--- config.mk ---
export PLATFORM = sky130hd
export DESIGN_NAME = hpcp_mul
export DESIGN_NICKNAME = d
export VERILOG_FILES = /design/src/rtl/core/highest_polygon_containing_point_assert.svh /design/src/rtl/core/hpcp_mul.sv
export SDC_FILE = /design/constraint.sdc
export NUM_CORES = 2
export LEC_CHECK = 0
export BUFFER_PORTS_ARGS = -buffer_cell sky130_fd_sc_hd__buf_2
export CAP_MARGIN = 5
export CORE_MARGIN = 8
export CORE_UTILIZATION = 45
export CTS_BUF_LIST = sky130_fd_sc_hd__clkbuf_8 sky130_fd_sc_hd__clkbuf_16
export DETAILED_ROUTE_END_ITERATION = 7
export SYNTH_ARGS = -nofsm -noshare
export SYNTH_HDL_FRONTEND = slang
export SYNTH_SLANG_ARGS = --single-unit
export TNS_END_PERCENT = 30
--- constraint.sdc ---
create_clock -name clk -period 24.5 [get_ports clk]
set_input_delay 4.9 -clock clk [delete_from_list [all_inputs] [get_ports clk]]
set_output_delay 4.9 -clock clk [all_outputs]
set_load 0.05 [all_outputs]
--- src/rtl/core/highest_polygon_containing_point_assert.svh ---
// Assertion macros shared by the polygon query block.
// Needs clk and arst_n in the including scope.
`ifndef HIGHEST_POLYGON_CONTAINING_POINT_ASSERT_SVH
`define HIGHEST_POLYGON_CONTAINING_POINT_ASSERT_SVH

// checked only outside reset
`define HPCP_ASSERT(name, prop, msg) \
	name: assert property (@(posedge clk) disable iff (!arst_n) prop) else $error(msg);

// checked at every edge, reset included
`define HPCP_ASSERT_ALWAYS(name, prop, msg) \
	name: assert property (@(posedge clk) prop) else $error(msg);

`endif

--- src/rtl/core/hpcp_mul.sv ---
`timescale 1ns / 1ps
// Shared signed multiplier with a registered product, used for both
// cross products of each edge test. No package dependencies.
module hpcp_mul #(
	parameter int W = 29
) (
	input  logic                  clk,
	input  logic signed [W-1:0]   a,
	input  logic signed [W-1:0]   b,
	output logic signed [2*W-1:0] p_q
);

	always_ff @(posedge clk) begin
		p_q <= (2*W)'(a) * (2*W)'(b);
	end

endmodule

==> flow_metrics.tcl <==
set metrics [dict create \
    rows 98 \
    finalHoldViolations 0 \
    cts_buffer_depth 2 \
    grt_max_degree 30 \
    grt_pass1_vias 26000 \
    htreeDepth 3 \
    drive_above_1_share_pct 4.33 \
    port-buffer-count 116 \
    grt_usage_pct 22.0 \
    netlist_instances 3452 \
    yosysTopAreaCellShare_pct 55.9 \
    worstHoldPathCells 2 \
    rsz0062_at_grt "no" \
    finalSetupTns_ns 0 \
    drt_wl_total_mm 84.1 \
    hold_path.class "in2reg" \
    slew_viol_final 0 \
    min_to "p_q[0]" \
    setup_viol 0 \
    cts_resized 0 \
    coreArea_mm2 0.0712 \
    syn-mean-instance-area_um2 9.34 \
    multiInputGateArea_mm2 0.0270 \
    worst_slack_ns 11.67 \
    ys_warn_count 0 \
    finalCritPeriodShare_pct 52.4 \
    dp_hpwl_mm 68.4 \
    grt_overflow 0 \
    syn_nets 4582 \
    arrival_ns 13.08 \
    cts_tree "built" \
    synth_common_cells "904 x inv_1, 901 x fa_1, 462 x and2_1" \
    initial_utilization_pct 45.3 \
    crit_type "in2reg" \
    root_buffer "clkbuf_16" \
    async_flop_share_pct 0 \
    slew_headroom_pct 45.7 \
    post-place-ws_ns 11.36 \
    finalCriticalPeriod_ns 12.83 \
    top_regs "p_q x58" \
    hold_path.startpoint "b[0]" \
    dieHeight_um 284 \
    synth_ff_type "dfxtp_1" \
    antenna_found_initial 5 \
    grt_pass1_wl_mm 140 \
    die_x_um 284 \
    cts-hold-fix-buffers 0 \
    tightest_slew_ns 0.815 \
    worstSetupStartpointType "input pin" \
    ys_ff_latch 58 \
    post_layout_nonfiller_instances 4350 \
    num_vias 22100 \
    regMostFlops "p_q" \
    yosysTopAreaCell "fa_1" \
    status "complete, no violations" \
    worstPathMaxFanout 29 \
    drv_cap 0 \
    synth_area_leaders "fa_1 56%, inv_1 11%, and2_1 9.0%" \
    routabilityCongestion 0.848 \
    yosysUniqueCellTypes 55 \
    yosysMostFrequentCell "inv_1" \
    synth_edf_count 0 \
    yosysSeqAreaShare_pct 3.60 \
    register_area_mm2 0.00116 \
    wl_per_cell_um 19.3 \
    fmax_mhz 78.0 \
    drt-pass1-iter-count 5 \
    postRouteAntennaNets 0 \
    drc 0 \
    cts_buffers 9 \
    crit_required_ns 24.75 \
    cts_num_sinks 58 \
    largest_reg_flops 58 \
    area_growth_pct 4.24 \
    cp-end-kind "flop" \
    clk_pin_slew_worst_paths_ns 0.05 \
    fillCellCount 6933 \
    nets 4521 \
    dpl-instance-area_mm2 0.0333 \
    drt_iter0_drc 914 \
    io_pins 117 \
    cts_setup_buffers 0 \
    fin_area_mm2 0.0336 \
    syn_area_mm2 0.0322 \
    dieArea_mm2 0.0805 \
    vias_per_cell 5.09 \
    placedCellCount 4330 \
]
[metrics by stage]
step	hold WS [ns]	utilization, %
global route	5.14	47.2
floorplan	5.24	-
CTS	5.14	47.2
finish	5.15	47.2
detailed placement	5.37	46.8
global placement	5.37	46.8
[cells in the final DEF, fill, tap and decap left out, drive strengths merged, types with 29 or more instances in the layout]
cell type / synthesis / final
buf: 4 / 121
and2: 462 / 462
nand2: 390 / 390
dfxtp: 58 / 58
ha: 170 / 170
a21oi: 46 / 46
a21o: 29 / 29
nor2: 53 / 53
xnor2: 39 / 39
fa: 901 / 901
inv: 904 / 904
[logic make-up after synthesis]
family / synth area share (%)
DFF: 3.60
adders and majority gates: 62.5
and+or+nand+nor: 15.7
muxes: 0.0621
AOI/OAI and AO/OA: 3.66
xor gates and xnor gates: 1.63
buffers and inverters: 12.8
[cell type report]
class                      instances  area share, %
multi-input combinational       2297           80.2
inverter                         904           10.1
tap                              950           3.54
sequential                        58           3.45
timing repair buffer             121           1.84
clock buffer                      10          0.711
clock inverter                     6          0.127
antenna                            4         0.0298
[worst max-delay path by stage]
| stage | startpoint | endpoint | slack [ns] | depth (start not counted) |
|---|---|---|---|---|
| global placement | b[5] | p_q[54] | 11.46 | 23 |
| floorplan | a[28] | p_q[57] | 12.10 | 28 |
| CTS | b[2] | p_q[57] | 11.70 | 26 |
| detailed placement | b[2] | p_q[57] | 11.36 | 26 |
| finish | b[5] | p_q[54] | 11.67 | 23 |
| global route | b[2] | p_q[51] | 11.11 | 26 |
[worst max-delay path, cell delays in order]
cell and delay [ns]:
buf_2 0.52, nand2_1 0.26, fa_1 0.70, fa_1 0.88, fa_1 0.53, fa_1 0.52
inv_1 0.05, fa_1 0.56, fa_1 0.43, fa_1 0.49, inv_1 0.05, fa_1 0.49
inv_1 0.04, ha_1 0.39, nand2_1 0.16, nor4_1 0.51, nand4_1 0.35, nor2_1 0.19
nor2_1 0.13, o2111ai_2 0.31, nand3_1 0.16, o31ai_1 0.26, xor2_1 0.18
[metal layers]
| layer | part of all wire [%] | track usage [%] | up-vias |
|---|---|---|---|
| met1 | 37 | 24.5 | 11800 |
| met2 | 55 | 42.2 | 459 |
| met4 | 5.2 | 9.67 | 2 |
| met5 | 0.012 | 0 | - |
| li1 | - | - | 9681 |
| met3 | 2.8 | 2.00 | 179 |
Power is not shown: default switching activity piles up to over one toggle a cycle in this logic, so the estimate is an artifact.
